File: src/rtl/core/assert_macros.svh
// Assertion macros used by the RTL.
`ifndef ASSERT_MACROS_SVH
`define ASSERT_MACROS_SVH

// Same-cycle implication, sampled on the rising clock edge outside reset.
`define ASSERT_NOW(label, ante, cons) \
    label: assert property (@(posedge i_clk) disable iff (!i_rst_n) (ante) |-> (cons)) \
        else $error("assertion failed");

// Next-cycle implication, sampled on the rising clock edge outside reset.
`define ASSERT_NEXT(label, ante, cons) \
    label: assert property (@(posedge i_clk) disable iff (!i_rst_n) (ante) |=> (cons)) \
        else $error("assertion failed");

`endif

File: src/rtl/core/hkmc_pkg.sv
`timescale 1ns / 1ps

package hkmc_pkg;

    localparam int ANGLE_WIDTH   = 24;
    localparam int FRACTION_BITS = 16;
    localparam int COUNT_WIDTH   = 16;
    localparam int STEP_WIDTH    = 19;
    localparam int MODE_WIDTH    = 3;

    // widest signed compare: angle differences, step, three times one
    localparam int WIDE_A     = ANGLE_WIDTH + 2;
    localparam int WIDE_B     = (STEP_WIDTH + 1 > FRACTION_BITS + 4) ? STEP_WIDTH + 1
                                                                     : FRACTION_BITS + 4;
    localparam int CALC_WIDTH = (WIDE_A > WIDE_B) ? WIDE_A : WIDE_B;

    localparam int DATA_WIDTH = 32;
    localparam int REG_COUNT  = 5;
    localparam int ADDR_WIDTH = $clog2(4 * (REG_COUNT - 1) + 1);
    localparam int IDX_WIDTH  = ADDR_WIDTH - 2;

    localparam int IN_DATA_WIDTH  = ((2 * ANGLE_WIDTH + 7) / 8) * 8;
    localparam int OUT_FIELDS     = 2 * ANGLE_WIDTH + 4 + COUNT_WIDTH;
    localparam int OUT_DATA_WIDTH = ((OUT_FIELDS + 7) / 8) * 8;

    typedef logic [ANGLE_WIDTH-1:0]       t_angle;
    typedef logic [COUNT_WIDTH-1:0]       t_count;
    typedef logic [STEP_WIDTH-1:0]        t_step;
    typedef logic signed [CALC_WIDTH-1:0] t_calc;

    // fixed point constants
    localparam longint unsigned PI_Q32   = 64'd13493037705;
    localparam int              PI_SHIFT = 32 - FRACTION_BITS;
    localparam longint unsigned ONE_VAL  = 64'd1 << FRACTION_BITS;

    localparam longint unsigned STEP_RST_VAL =
        (PI_Q32 + (64'd3 << PI_SHIFT)) / (64'd6 << PI_SHIFT);
    localparam longint unsigned HIGH_RST_VAL  = ((64'd51 << FRACTION_BITS) + 64'd5) / 64'd10;
    localparam longint unsigned LOW_RST_VAL   = ((64'd33 << FRACTION_BITS) + 64'd5) / 64'd10;
    localparam longint unsigned START_ANG_VAL = ((64'd42 << FRACTION_BITS) + 64'd5) / 64'd10;
    localparam longint unsigned SPIN_VEL_VAL  = 64'd15 * ONE_VAL;

    localparam t_step  DETENT_STEP_RST = STEP_WIDTH'(STEP_RST_VAL);
    localparam t_angle LIMIT_HIGH_RST  = ANGLE_WIDTH'(HIGH_RST_VAL);
    localparam t_angle LIMIT_LOW_RST   = ANGLE_WIDTH'(LOW_RST_VAL);
    localparam t_angle START_ANGLE     = ANGLE_WIDTH'(START_ANG_VAL);
    localparam t_angle SPIN_VELOCITY   = ANGLE_WIDTH'(SPIN_VEL_VAL);
    localparam t_calc  ONE_Q           = CALC_WIDTH'(ONE_VAL);
    localparam t_calc  THREE_Q         = CALC_WIDTH'(3 * ONE_VAL);

    typedef enum logic [MODE_WIDTH-1:0] {
        KNOB_OFF     = 3'd0,
        KNOB_INERTIA = 3'd1,
        KNOB_DETENT  = 3'd2,
        KNOB_SPRING  = 3'd3,
        KNOB_DAMPER  = 3'd4,
        KNOB_SPIN    = 3'd5
    } t_mode;

    typedef enum logic {
        OP_TICK  = 1'b0,
        OP_START = 1'b1
    } t_op;

    localparam logic [IDX_WIDTH-1:0] REG_KNOB_MODE   = 3'd0;
    localparam logic [IDX_WIDTH-1:0] REG_ZERO_OFFSET = 3'd1;
    localparam logic [IDX_WIDTH-1:0] REG_DETENT_STEP = 3'd2;
    localparam logic [IDX_WIDTH-1:0] REG_LIMIT_HIGH  = 3'd3;
    localparam logic [IDX_WIDTH-1:0] REG_LIMIT_LOW   = 3'd4;

    typedef struct packed {
        logic [MODE_WIDTH-1:0] knob_mode;
        t_angle                zero_offset;
        t_step                 detent_step;
        t_angle                limit_high;
        t_angle                limit_low;
    } t_cfg;

    typedef struct packed {
        t_angle last_angle;
        t_angle last_velocity;
        t_angle angle_goal;
        t_angle velocity_goal;
        logic   position_mode;
        t_count detent_counter;
        logic   enable;
        t_mode  active_mode;
    } t_state;

    typedef struct packed {
        logic clear_angle;
        logic clear_velocity;
    } t_pulse;

endpackage

File: src/rtl/core/hkmc_apb_regs.sv
`timescale 1ns / 1ps

module hkmc_apb_regs (
    input  logic                                i_clk,
    input  logic                                i_rst_n,
    input  logic                                psel,
    input  logic                                penable,
    input  logic                                pwrite,
    input  logic [hkmc_pkg::ADDR_WIDTH-1:0]     paddr,
    input  logic [hkmc_pkg::DATA_WIDTH-1:0]     pwdata,
    output logic [hkmc_pkg::DATA_WIDTH-1:0]     prdata,
    output logic                                pready,
    output hkmc_pkg::t_cfg                      o_cfg
);

    hkmc_pkg::t_cfg                      r_cfg;
    logic [hkmc_pkg::IDX_WIDTH-1:0]      w_idx;
    logic                                w_wr;

    assign pready = 1'b1;
    assign w_idx  = paddr[hkmc_pkg::ADDR_WIDTH-1:2];
    assign w_wr   = psel && penable && pwrite;
    assign o_cfg  = r_cfg;

    always_ff @(posedge i_clk) begin
        if (!i_rst_n) begin
            r_cfg.knob_mode   <= hkmc_pkg::KNOB_OFF;
            r_cfg.zero_offset <= '0;
            r_cfg.detent_step <= hkmc_pkg::DETENT_STEP_RST;
            r_cfg.limit_high  <= hkmc_pkg::LIMIT_HIGH_RST;
            r_cfg.limit_low   <= hkmc_pkg::LIMIT_LOW_RST;
        end else if (w_wr) begin
            case (w_idx)
                hkmc_pkg::REG_KNOB_MODE:   r_cfg.knob_mode   <= pwdata[hkmc_pkg::MODE_WIDTH-1:0];
                hkmc_pkg::REG_ZERO_OFFSET: r_cfg.zero_offset <= pwdata[hkmc_pkg::ANGLE_WIDTH-1:0];
                hkmc_pkg::REG_DETENT_STEP: r_cfg.detent_step <= pwdata[hkmc_pkg::STEP_WIDTH-1:0];
                hkmc_pkg::REG_LIMIT_HIGH:  r_cfg.limit_high  <= pwdata[hkmc_pkg::ANGLE_WIDTH-1:0];
                hkmc_pkg::REG_LIMIT_LOW:   r_cfg.limit_low   <= pwdata[hkmc_pkg::ANGLE_WIDTH-1:0];
                default: ;
            endcase
        end
    end

    always_comb begin
        case (w_idx)
            hkmc_pkg::REG_KNOB_MODE:   prdata = hkmc_pkg::DATA_WIDTH'(r_cfg.knob_mode);
            hkmc_pkg::REG_ZERO_OFFSET: prdata = hkmc_pkg::DATA_WIDTH'(r_cfg.zero_offset);
            hkmc_pkg::REG_DETENT_STEP: prdata = hkmc_pkg::DATA_WIDTH'(r_cfg.detent_step);
            hkmc_pkg::REG_LIMIT_HIGH:  prdata = hkmc_pkg::DATA_WIDTH'(r_cfg.limit_high);
            hkmc_pkg::REG_LIMIT_LOW:   prdata = hkmc_pkg::DATA_WIDTH'(r_cfg.limit_low);
            default:                   prdata = '0;
        endcase
    end

endmodule

File: src/rtl/core/hkmc_mode_logic.sv
`timescale 1ns / 1ps

module hkmc_mode_logic (
    input  hkmc_pkg::t_op      i_op,
    input  hkmc_pkg::t_angle   i_angle,
    input  hkmc_pkg::t_angle   i_velocity,
    input  hkmc_pkg::t_cfg     i_cfg,
    input  hkmc_pkg::t_state   i_state,
    output hkmc_pkg::t_state   o_state,
    output hkmc_pkg::t_pulse   o_pulse
);

    hkmc_pkg::t_calc w_ang;
    hkmc_pkg::t_calc w_vel;
    hkmc_pkg::t_calc w_rel;
    hkmc_pkg::t_calc w_d_ang;
    hkmc_pkg::t_calc w_d_vel;
    hkmc_pkg::t_calc w_half;
    hkmc_pkg::t_calc w_hi;
    hkmc_pkg::t_calc w_lo;
    logic            w_up;
    logic            w_dn;

    assign w_ang   = hkmc_pkg::t_calc'($signed(i_angle));
    assign w_vel   = hkmc_pkg::t_calc'($signed(i_velocity));
    assign w_rel   = w_ang - hkmc_pkg::t_calc'($signed(i_cfg.zero_offset));
    assign w_d_ang = w_rel - hkmc_pkg::t_calc'($signed(i_state.last_angle));
    assign w_d_vel = w_vel - hkmc_pkg::t_calc'($signed(i_state.last_velocity));
    assign w_half  = hkmc_pkg::t_calc'({1'b0, i_cfg.detent_step[hkmc_pkg::STEP_WIDTH-1:1]});
    assign w_hi    = hkmc_pkg::t_calc'($signed(i_cfg.limit_high));
    assign w_lo    = hkmc_pkg::t_calc'($signed(i_cfg.limit_low));
    assign w_up    = w_d_ang > w_half;
    assign w_dn    = w_d_ang < -w_half;

    always_comb begin
        o_state = i_state;
        o_pulse = '0;
        if (i_op == hkmc_pkg::OP_START) begin
            o_state.last_angle    = i_angle;
            o_state.last_velocity = i_velocity;
            o_pulse.clear_angle    = 1'b1;
            o_pulse.clear_velocity = 1'b1;
            case (i_cfg.knob_mode)
                hkmc_pkg::KNOB_OFF: begin
                    o_state.enable      = 1'b0;
                    o_state.active_mode = hkmc_pkg::KNOB_OFF;
                end
                hkmc_pkg::KNOB_INERTIA, hkmc_pkg::KNOB_DAMPER: begin
                    o_state.position_mode = 1'b0;
                    o_state.velocity_goal = '0;
                    o_state.active_mode   = hkmc_pkg::t_mode'(i_cfg.knob_mode);
                    o_state.enable        = 1'b1;
                end
                hkmc_pkg::KNOB_DETENT, hkmc_pkg::KNOB_SPRING: begin
                    o_state.position_mode = 1'b1;
                    o_state.angle_goal    = hkmc_pkg::START_ANGLE;
                    if (i_cfg.knob_mode == hkmc_pkg::KNOB_DETENT) begin
                        o_state.last_angle = hkmc_pkg::START_ANGLE;
                    end
                    o_state.active_mode   = hkmc_pkg::t_mode'(i_cfg.knob_mode);
                    o_state.enable        = 1'b1;
                end
                hkmc_pkg::KNOB_SPIN: begin
                    o_state.position_mode = 1'b0;
                    o_state.velocity_goal = hkmc_pkg::SPIN_VELOCITY;
                    o_state.active_mode   = hkmc_pkg::KNOB_SPIN;
                    o_state.enable        = 1'b1;
                end
                default: ;
            endcase
        end else begin
            case (i_state.active_mode)
                hkmc_pkg::KNOB_INERTIA: begin
                    if (w_vel > hkmc_pkg::ONE_Q || w_vel < -hkmc_pkg::ONE_Q) begin
                        if (w_d_vel > hkmc_pkg::THREE_Q || w_d_vel < -hkmc_pkg::THREE_Q) begin
                            o_state.velocity_goal = i_velocity;
                        end
                    end else begin
                        o_state.velocity_goal = '0;
                    end
                    o_state.last_velocity = i_velocity;
                end
                hkmc_pkg::KNOB_DETENT: begin
                    if (w_up || w_dn) begin
                        if (w_up) begin
                            o_state.angle_goal     = i_state.angle_goal
                                + hkmc_pkg::ANGLE_WIDTH'(i_cfg.detent_step);
                            o_state.detent_counter = i_state.detent_counter
                                + hkmc_pkg::COUNT_WIDTH'(1);
                        end else begin
                            o_state.angle_goal     = i_state.angle_goal
                                - hkmc_pkg::ANGLE_WIDTH'(i_cfg.detent_step);
                            o_state.detent_counter = i_state.detent_counter
                                - hkmc_pkg::COUNT_WIDTH'(1);
                        end
                        o_state.last_angle  = o_state.angle_goal;
                        o_pulse.clear_angle = 1'b1;
                    end
                end
                hkmc_pkg::KNOB_DAMPER: begin
                    if (i_cfg.limit_high != '0 && i_cfg.limit_low != '0) begin
                        if (w_rel > w_hi) begin
                            o_state.position_mode = 1'b1;
                            o_state.angle_goal    = i_cfg.limit_high;
                            o_pulse.clear_angle   = 1'b1;
                        end else if (w_rel < w_lo) begin
                            o_state.position_mode = 1'b1;
                            o_state.angle_goal    = i_cfg.limit_low;
                            o_pulse.clear_angle   = 1'b1;
                        end else begin
                            o_state.position_mode  = 1'b0;
                            o_state.velocity_goal  = '0;
                            o_pulse.clear_velocity = 1'b1;
                        end
                    end
                end
                default: ;
            endcase
        end
    end

endmodule

File: src/rtl/core/haptic_knob_mode_controller.sv
`timescale 1ns / 1ps
// Knob mode controller: turns measured shaft angle and velocity into loop targets.
// Input stream (s_axis): one beat per control tick or start command; tuser carries
//   the operation (0 tick, 1 start the mode held in the knob_mode register).
// Output stream (m_axis): one result beat per input beat, in order.
// Configuration: APB registers knob_mode, zero_offset, detent_step, limit_high and
//   limit_low at byte addresses 0, 4, 8, 12 and 16; write only while the block is idle.
// Throughput: one beat per cycle while m_axis_tready is high; each beat is worked out by one pass of compare and
//   add logic between the input register and the result register.
// Path: an accepted beat waits in the input register and is loaded into the result
//   register once that register is empty or being taken, and is then offered on m_axis.
// Stall: when m_axis_tready is low the result holds and one further beat waits in the
//   input register; s_axis_tready drops only when both registers are full.
// Reset: synchronous, active low; clears both stages, all targets, the detent count
//   and the active mode (disabled, motor off); registers return to their defaults.

`include "assert_macros.svh"

module haptic_knob_mode_controller (
    input  logic                                    i_clk,
    input  logic                                    i_rst_n,
    input  logic                                    psel,
    input  logic                                    penable,
    input  logic                                    pwrite,
    input  logic [hkmc_pkg::ADDR_WIDTH-1:0]         paddr,
    input  logic [hkmc_pkg::DATA_WIDTH-1:0]         pwdata,
    output logic [hkmc_pkg::DATA_WIDTH-1:0]         prdata,
    output logic                                    pready,
    input  logic                                    i_s_axis_tvalid,
    output logic                                    o_s_axis_tready,
    // measured_angle, measured_velocity
    input  logic [hkmc_pkg::IN_DATA_WIDTH-1:0]      i_s_axis_tdata,
    // operation
    input  logic                                    i_s_axis_tuser,
    output logic                                    o_m_axis_tvalid,
    input  logic                                    i_m_axis_tready,
    // target_angle, target_velocity, position_loop, clear_angle_pid,
    // clear_velocity_pid, detent_count, motor_enable, zero fill
    output logic [hkmc_pkg::OUT_DATA_WIDTH-1:0]     o_m_axis_tdata
);

    localparam int AW = hkmc_pkg::ANGLE_WIDTH;

    hkmc_pkg::t_cfg                         w_cfg;
    hkmc_pkg::t_state                       r_state;
    hkmc_pkg::t_state                       n_state;
    hkmc_pkg::t_pulse                       n_pulse;

    logic                                   r_s1_valid;
    hkmc_pkg::t_op                          r_s1_op;
    hkmc_pkg::t_angle                       r_s1_angle;
    hkmc_pkg::t_angle                       r_s1_velocity;

    logic                                   r_out_valid;
    logic [hkmc_pkg::OUT_DATA_WIDTH-1:0]    r_out_data;
    logic [hkmc_pkg::OUT_DATA_WIDTH-1:0]    n_out_data;

    logic                                   w_advance;
    logic                                   w_take;

    hkmc_apb_regs u_regs (
        .i_clk   (i_clk),
        .i_rst_n (i_rst_n),
        .psel    (psel),
        .penable (penable),
        .pwrite  (pwrite),
        .paddr   (paddr),
        .pwdata  (pwdata),
        .prdata  (prdata),
        .pready  (pready),
        .o_cfg   (w_cfg)
    );

    hkmc_mode_logic u_mode (
        .i_op       (r_s1_op),
        .i_angle    (r_s1_angle),
        .i_velocity (r_s1_velocity),
        .i_cfg      (w_cfg),
        .i_state    (r_state),
        .o_state    (n_state),
        .o_pulse    (n_pulse)
    );

    assign w_advance       = r_s1_valid && (!r_out_valid || i_m_axis_tready);
    assign o_s_axis_tready = !r_s1_valid || w_advance;
    assign w_take          = i_s_axis_tvalid && o_s_axis_tready;
    assign o_m_axis_tvalid = r_out_valid;
    assign o_m_axis_tdata  = r_out_data;

    assign n_out_data = hkmc_pkg::OUT_DATA_WIDTH'({
        n_state.enable,
        n_state.detent_counter,
        n_pulse.clear_velocity,
        n_pulse.clear_angle,
        n_state.position_mode,
        n_state.velocity_goal,
        n_state.angle_goal
    });

    always_ff @(posedge i_clk) begin
        if (!i_rst_n) begin
            r_s1_valid <= 1'b0;
        end else if (o_s_axis_tready) begin
            r_s1_valid <= i_s_axis_tvalid;
        end
    end

    always_ff @(posedge i_clk) begin
        if (w_take) begin
            r_s1_op       <= hkmc_pkg::t_op'(i_s_axis_tuser);
            r_s1_angle    <= i_s_axis_tdata[AW-1:0];
            r_s1_velocity <= i_s_axis_tdata[2*AW-1:AW];
        end
    end

    always_ff @(posedge i_clk) begin
        if (!i_rst_n) begin
            r_out_valid <= 1'b0;
        end else if (w_advance) begin
            r_out_valid <= 1'b1;
        end else if (i_m_axis_tready) begin
            r_out_valid <= 1'b0;
        end
    end

    always_ff @(posedge i_clk) begin
        if (w_advance) begin
            r_out_data <= n_out_data;
        end
    end

    always_ff @(posedge i_clk) begin
        if (!i_rst_n) begin
            r_state <= '0;
        end else if (w_advance) begin
            r_state <= n_state;
        end
    end

    `ASSERT_NOW(a_enable_matches_mode, 1'b1,
        r_state.enable == (r_state.active_mode != hkmc_pkg::KNOB_OFF))
    `ASSERT_NOW(a_ready_when_out_empty, !r_out_valid, o_s_axis_tready)
    `ASSERT_NEXT(a_start_clears_both, w_advance && r_s1_op == hkmc_pkg::OP_START,
        r_out_valid && r_out_data[2*AW+1] && r_out_data[2*AW+2])

endmodule

File: config.mk
export PLATFORM = sky130hd
export DESIGN_NAME = haptic_knob_mode_controller
export DESIGN_NICKNAME = d
export VERILOG_FILES = /design/src/rtl/core/hkmc_pkg.sv /design/src/rtl/core/hkmc_apb_regs.sv /design/src/rtl/core/hkmc_mode_logic.sv /design/src/rtl/core/haptic_knob_mode_controller.sv
export VERILOG_INCLUDE_DIRS = /design/src /design/src/rtl/core
export SDC_FILE = /design/constraint.sdc
export NUM_CORES = 1
export LEC_CHECK = 0
export BUFFER_PORTS_ARGS = -buffer_cell sky130_fd_sc_hd__buf_2
export CORE_ASPECT_RATIO = 0.5
export CORE_MARGIN = 4
export CORE_UTILIZATION = 61
export DETAILED_ROUTE_END_ITERATION = 6
export PLACE_DENSITY = 0.82
export SLEW_MARGIN = 15
export SYNTH_ARGS = -nofsm -noshare
export SYNTH_HDL_FRONTEND = slang
export SYNTH_SLANG_ARGS = --single-unit
File: constraint.sdc
create_clock -name i_clk -period 10.4 [get_ports i_clk]
set_clock_uncertainty 0.1 [all_clocks]
set_input_delay 0.52 -clock i_clk [delete_from_list [all_inputs] [get_ports i_clk]]
set_output_delay 0.52 -clock i_clk [all_outputs]
set_load 0.05 [all_outputs]
==> impl_metrics.py, run 1 <==
metrics = {
    "layout": {
        "fin_area_sq_um": 25000,
        "finalNonFillerCells": 3291,
        "final_util": 0.715,
        "final_cell_mix": "355 x nand2_1, 242 x a21oi_1, 213 x dfxtp_1, 211 x inv_1, 189 x ha_1",
        "diodes": 0,
        "drive_gt1_frac": 0.117,
        "syn2layout_area_growth_pct": 13.8,
        "final_common_cell": "nand2_1",
        "final_nets": 3078,
    },
    "logic_synthesis": {
        "muxShareOfSynthArea": 0.0176,
        "ys_types": 92,
        "syn_area_sq_um": 22000,
        "synth_compound_area_frac": 0.231,
        "synth_top_cells_by_area": "dfxtp_1 19%, edfxtp_1 16%, ha_1 11%",
        "synth_top_area_frac": 0.194,
        "synth_top_family_by_area": "compound AO/OA/AOI/OAI gates",
        "synth-edff-count": 117,
        "ys_ff_latch": 330,
        "async_reset_ff_frac": 0,
        "synth-xor-area-share": 0.0526,
        "ys_seq_area_frac": 0.354,
        "synthCells": 2610,
        "synth_flop_cell": "dfxtp_1",
        "synth-simple-area-share": 0.172,
        "syn_avg_cell_area_sq_um": 8.43,
        "synth_fa_ha_area_frac": 0.111,
        "post-synth-top-area-cell": "dfxtp_1",
        "yosysWarnings": 0,
    },
    "place": {
        "port_buffers": 176,
        "placed_area_sq_um": 23300,
        "dpl.cell_count": 3181,
        "dpl_worst_slack_ps": 180,
        "gp_congestion": 1.01,
        "dp.final_hpwl_um": 54900,
    },
    "sta": {
        "fin_hold_ws_ps": 45.1,
        "fin_setup_tns_ps": 0,
        "setup_viol": 0,
        "tightest_slew_ps": 1300,
        "setup_slack_ps": 407,
        "max_slew_margin": 0.135,
        "timing.fmax_mhz": 100,
        "min_period_over_period": 0.961,
        "hold_violations": 0,
        "final_max_slew_viol_count": 0,
        "final.min_clock_period_ps": 9990,
    },
    "power_and_ir_drop": {
        "ir_drop_v": 0.000129,
        "p_per_area_nw_per_um2": 153,
        "p_leak_nw": 9.93,
        "total_power_mw": 3.84,
    },
    "status": {
        "status": "complete, no violations",
    },
    "floorplan": {
        "die_area_sq_um": 39300,
        "start_util": 0.628,
        "fp-row-count": 48,
        "core_sq_um": 35000,
        "die-height_um": 142,
        "die_x_um": 277,
        "pin_count": 200,
    },
    "clock_network": {
        "clock_tree.buffer_depth": 3,
        "root_buffer": "clkbuf_16",
        "clk_latency_ps": 610,
        "htree_levels": 1,
        "cts_inserted_buffers": 30,
        "cts_tree": "yes",
        "cts.sinks": 330,
        "cts.clk_slew.worst_paths_ps": 70,
    },
    "setup_path": {
        "cp-end-kind": "flop",
        "cp_slowest_cell": "a311o_1",
        "cpMostUsedCell": "a21oi_1",
        "worstSetupPathType": "flop to flop",
        "cp.arrival_ps": 10250,
        "worst_ep_required_time_ps": 10660,
        "max_stage_delay_ps": 450,
        "cp-start-kind": "flop",
        "critPathMaxFanout": 7,
        "path_buf_inv": 2,
        "crit_family": "compound AO/OA/AOI/OAI gates",
    },
    "global_routing": {
        "grt_max_degree": 80,
        "grt_use_total": 0.363,
        "gr-total-overflow": 0,
        "grt_pass1_vias": 19600,
        "antenna_found_initial": 2,
        "grt_pass1_wl_um": 113000,
    },
    "drt": {
        "dr.pass1.iters": 6,
        "drt-total-wl_um": 74100,
        "ant_nets": 0,
        "drt_iter0_drc": 2685,
        "via_count": 21100,
        "route.detailed.drc": 0,
        "vias_per_cell": 6.40,
        "avgRoutedWirePerCell_um": 22.5,
    },
    "worst_hold_path": {
        "hold_path.class": "primary input to flop",
    },
    "run": {
        "cap_viol_max_count": 0,
    },
}
[cells in the mapped netlist, types with 18 or more instances]
cell type    n
a211oi_1    41
a21o_1      32
a21oi_1    243
a22o_1      21
a22oi_1     32
and2_1      20
and3_1      24
clkbuf_1    95
dfxtp_1    213
edfxtp_1   117
ha_1       189
inv_1      212
mux2i_1     33
nand2_1    355
nand2b_1    25
nand3_1     45
nand4_1     19
nor2_1     152
nor2b_1     30
nor3_1      42
nor4_1      32
o211ai_1    58
o21a_1      24
o21ai_0    135
o2bb2ai_1   19
or3_1       18
xnor2_1     96
xor2_1      36
[routing by layer]
metal	global-route usage	up-vias	routed length (um)
met1	0.499	9981	30900
met2	0.580	1132	32400
met4	0.119	4	2770
li1	-	9759	-
met3	0.0754	182	8040
met5	0	-	32
[report_power, final]
| part | total (mW) | internal [mW] | switching (mW) |
|---|---|---|---|
| registers | 1.42 | 1.38 | 0.0407 |
| clock network | 1.30 | 0.754 | 0.547 |
| logic | 1.12 | 0.406 | 0.713 |
| total | 3.84 | 2.54 | 1.30 |
[state kept, by name (all words and copies together) (netlist names)]
register         count
r_s1_velocity       24
r_s1_valid           1
r_state            117
r_s1_op              1
r_s1_angle          24
o_m_axis_tdata      68
u_regs.o_cfg        94
o_m_axis_tvalid      1
[tightest hold or removal path, cell delays in order]
cell	delay (ps)
buf_2	90
a21oi_1	40
nor2_1	70
[path summary, 6_finish.rpt]
check,startpoint,endpoint,slack [ps],cells past startpoint
worst max-delay path,u_regs.o_cfg[68]$_SDFFE_PN0P_,o_m_axis_tdata[22]$_DFFE_PP_,410,42
worst min-delay path,i_s_axis_tvalid,r_s1_valid$_SDFFE_PN0N_,50,3
worst max register to register,u_regs.o_cfg[68]$_SDFFE_PN0P_,o_m_axis_tdata[22]$_DFFE_PP_,410,42
worst min register to register,r_state[85]$_SDFFE_PN0P_,r_state[85]$_SDFFE_PN0P_,360,2
[logic make-up (layout without fill, tap and decap cells)]
group                      Yosys count  after routing
AOI/OAI and AO/OA                  768            768
xor gates and xnor gates           132            132
adders and majority gates          193            193
buffers and inverters              340            535
DFF                                330            330
muxes                               37             37
other                                2             13
and+or+nand+nor                    808            808
[what timing repair did]
item	CTS	global route
setup endpoints to repair	0	18
setup buffers	0	5
resized for setup	0	11
hold buffers	49	0
endpoints found under the hold margin	49	0
[area by class of cell]
type / count / area (sq um)
clock buffers: 42 / 931
fillers: 2709 / 9980
well taps: 475 / 594
clock inverters: 14 / 228
repair buffers: 265 / 1680
multi-input cells: 1951 / 13000
inverters: 214 / 808
flip-flops and latches: 330 / 7780
No activity file was read; power rests on OpenSTA's default activity.
==> run 2: changes to the inputs <==
Settings changed: CORE_ASPECT_RATIO 0.5 to 0.75.
==> impl_metrics.py, run 2 (synthesized netlist as in run 1, its figures left out) <==
metrics = {
    "clock_network": {
        "hold_buffers": 0,
        "cts_tree": "yes",
        "clock_tree.buffer_depth": 3,
        "clk_latency_ps": 550,
        "root_buffer": "clkbuf_16",
        "htree_levels": 2,
        "cts.sinks": 330,
        "cts.clk_slew.worst_paths_ps": 70,
        "cts_inserted_buffers": 34,
    },
    "setup_path": {
        "rr_endpoint": "o_m_axis_tdata[23]$_DFFE_PP_",
        "cp-end-kind": "flop",
        "r2r_start": "u_regs.o_cfg[68]$_SDFFE_PN0P_",
        "worstSetupPathType": "flop to flop",
        "cp.arrival_ps": 10110,
        "critPathMaxFanout": 8,
        "reg2reg_slack_ps": 470,
        "r2r_cells": 42,
        "worst_ep_required_time_ps": 10580,
        "cp-start-kind": "flop",
        "max_stage_delay_ps": 590,
        "cp_slowest_cell": "or4_1",
    },
    "layout": {
        "final_cell_mix": "355 x nand2_1, 242 x a21oi_1, 213 x dfxtp_1, 211 x inv_1, 189 x ha_1",
        "largest_reg_flops": 117,
        "final_util": 0.697,
        "syn2layout_area_growth_pct": 11.3,
        "final_common_cell": "nand2_1",
        "drive_gt1_frac": 0.118,
        "diodes": 0,
        "final_nets": 3029,
        "top_register": "r_state",
        "finalNonFillerCells": 3224,
        "fin_area_sq_um": 24500,
    },
    "drt": {
        "route.detailed.drc": 0,
        "via_count": 21400,
        "ant_nets": 0,
        "avgRoutedWirePerCell_um": 24.2,
        "vias_per_cell": 6.65,
        "drt-total-wl_um": 77900,
        "drt_iter0_drc": 3142,
        "dr.pass1.iters": 6,
    },
    "sta": {
        "hold_violations": 0,
        "timing.fmax_mhz": 101,
        "setup_viol": 0,
        "max_slew_margin": 0.162,
        "setup_slack_ps": 474,
        "min_period_over_period": 0.954,
        "final.min_clock_period_ps": 9930,
        "fin_hold_ws_ps": 46.8,
        "final_max_slew_viol_count": 0,
        "fin_setup_tns_ps": 0,
        "tightest_slew_ps": 1250,
    },
    "place": {
        "dp.final_hpwl_um": 58400,
        "dpl_worst_slack_ps": 502,
        "placed_area_sq_um": 23300,
        "gp_congestion": 1.01,
        "port_buffers": 176,
        "dpl.cell_count": 3163,
    },
    "run": {
        "cap_viol_max_count": 0,
    },
    "global_routing": {
        "gr-total-overflow": 0,
        "grt_pass1_vias": 19300,
        "grt_use_total": 0.384,
        "grt_max_degree": 95,
        "grt_pass1_wl_um": 115000,
        "antenna_found_initial": 1,
    },
    "power_and_ir_drop": {
        "p_per_area_nw_per_um2": 158,
        "total_power_mw": 3.86,
        "ir_drop_v": 0.000143,
        "p_leak_nw": 9.71,
    },
    "floorplan": {
        "pin_count": 200,
        "fp-row-count": 59,
        "die-height_um": 172,
        "die_x_um": 227,
        "die_area_sq_um": 39200,
        "core_sq_um": 35100,
        "start_util": 0.626,
    },
    "worst_hold_path": {
        "hold_end": "r_s1_angle[6]$_DFFE_PP_",
        "hold_path.class": "primary input to flop",
        "hp-start": "i_s_axis_tdata[6]",
        "whs_path_depth": 1,
    },
    "status": {
        "status": "complete, no violations",
    },
}
[run 2: cell types whose count changed in the layout (fill, tap and decap cells not counted), moves of 2 or more]
cell,change
buf_4,-3
clkbuf_1,+2
clkbuf_16,+2
clkbuf_8,-2
clkinv_1,+2
dlygate4sd3_1,-49
xnor2_1,-2
xnor2_2,+2
[run 2: cell type report]
class                   count  area [sq um]
multi-input cells        1951         13000
fillers                  2841         10700
flip-flops and latches    330          7780
repair buffers            212          1150
clock buffers              44           961
inverters                 214           808
well taps                 457           572
clock inverters            16           200
[run 2: worst max-delay path: cells and delay by family (launching register included)]
family	cells	cell delay, ps
XOR/XNOR	4	1130
adder cells (fa/ha/maj)	4	1250
AND/OR/NAND/NOR	11	2010
flip-flops	1	440
AO/OA/AOI/OAI	21	4490
buffers and inverters	2	240
[run 2: how the worst max path moves through the flow]
stage / startpoint / end / slack [ps] / depth (start not counted)
after floorplan: r_s1_angle[0]$_DFFE_PP_ / o_m_axis_tdata[22]$_DFFE_PP_ / 1300 / 49
after global placement: r_s1_angle[0]$_DFFE_PP_ / o_m_axis_tdata[22]$_DFFE_PP_ / 700 / 45
after detailed placement: r_s1_angle[2]$_DFFE_PP_ / o_m_axis_tdata[23]$_DFFE_PP_ / 500 / 41
after CTS: r_s1_angle[0]$_DFFE_PP_ / o_m_axis_tdata[23]$_DFFE_PP_ / 440 / 43
after global routing: r_s1_angle[0]$_DFFE_PP_ / o_m_axis_tdata[22]$_DFFE_PP_ / -7 / 44
final: u_regs.o_cfg[68]$_SDFFE_PN0P_ / o_m_axis_tdata[23]$_DFFE_PP_ / 470 / 42
[run 2: what timing repair did]
action,in CTS,in global routing
setup buffers,0,1
setup endpoints to repair,0,9
gates resized for setup,0,11
[run 2: power breakdown]
part	internal (mW)	switching, mW
registers	1.38	0.0433
logic	0.390	0.740
clock network	0.758	0.550
[run 2: routing by layer]
layer	routed length [um]	track usage	vias up
met5	13	0	-
met4	1750	0.0815	2
met3	12600	0.133	184
met2	30900	0.538	1480
met1	32600	0.572	10100
li1	-	-	9648
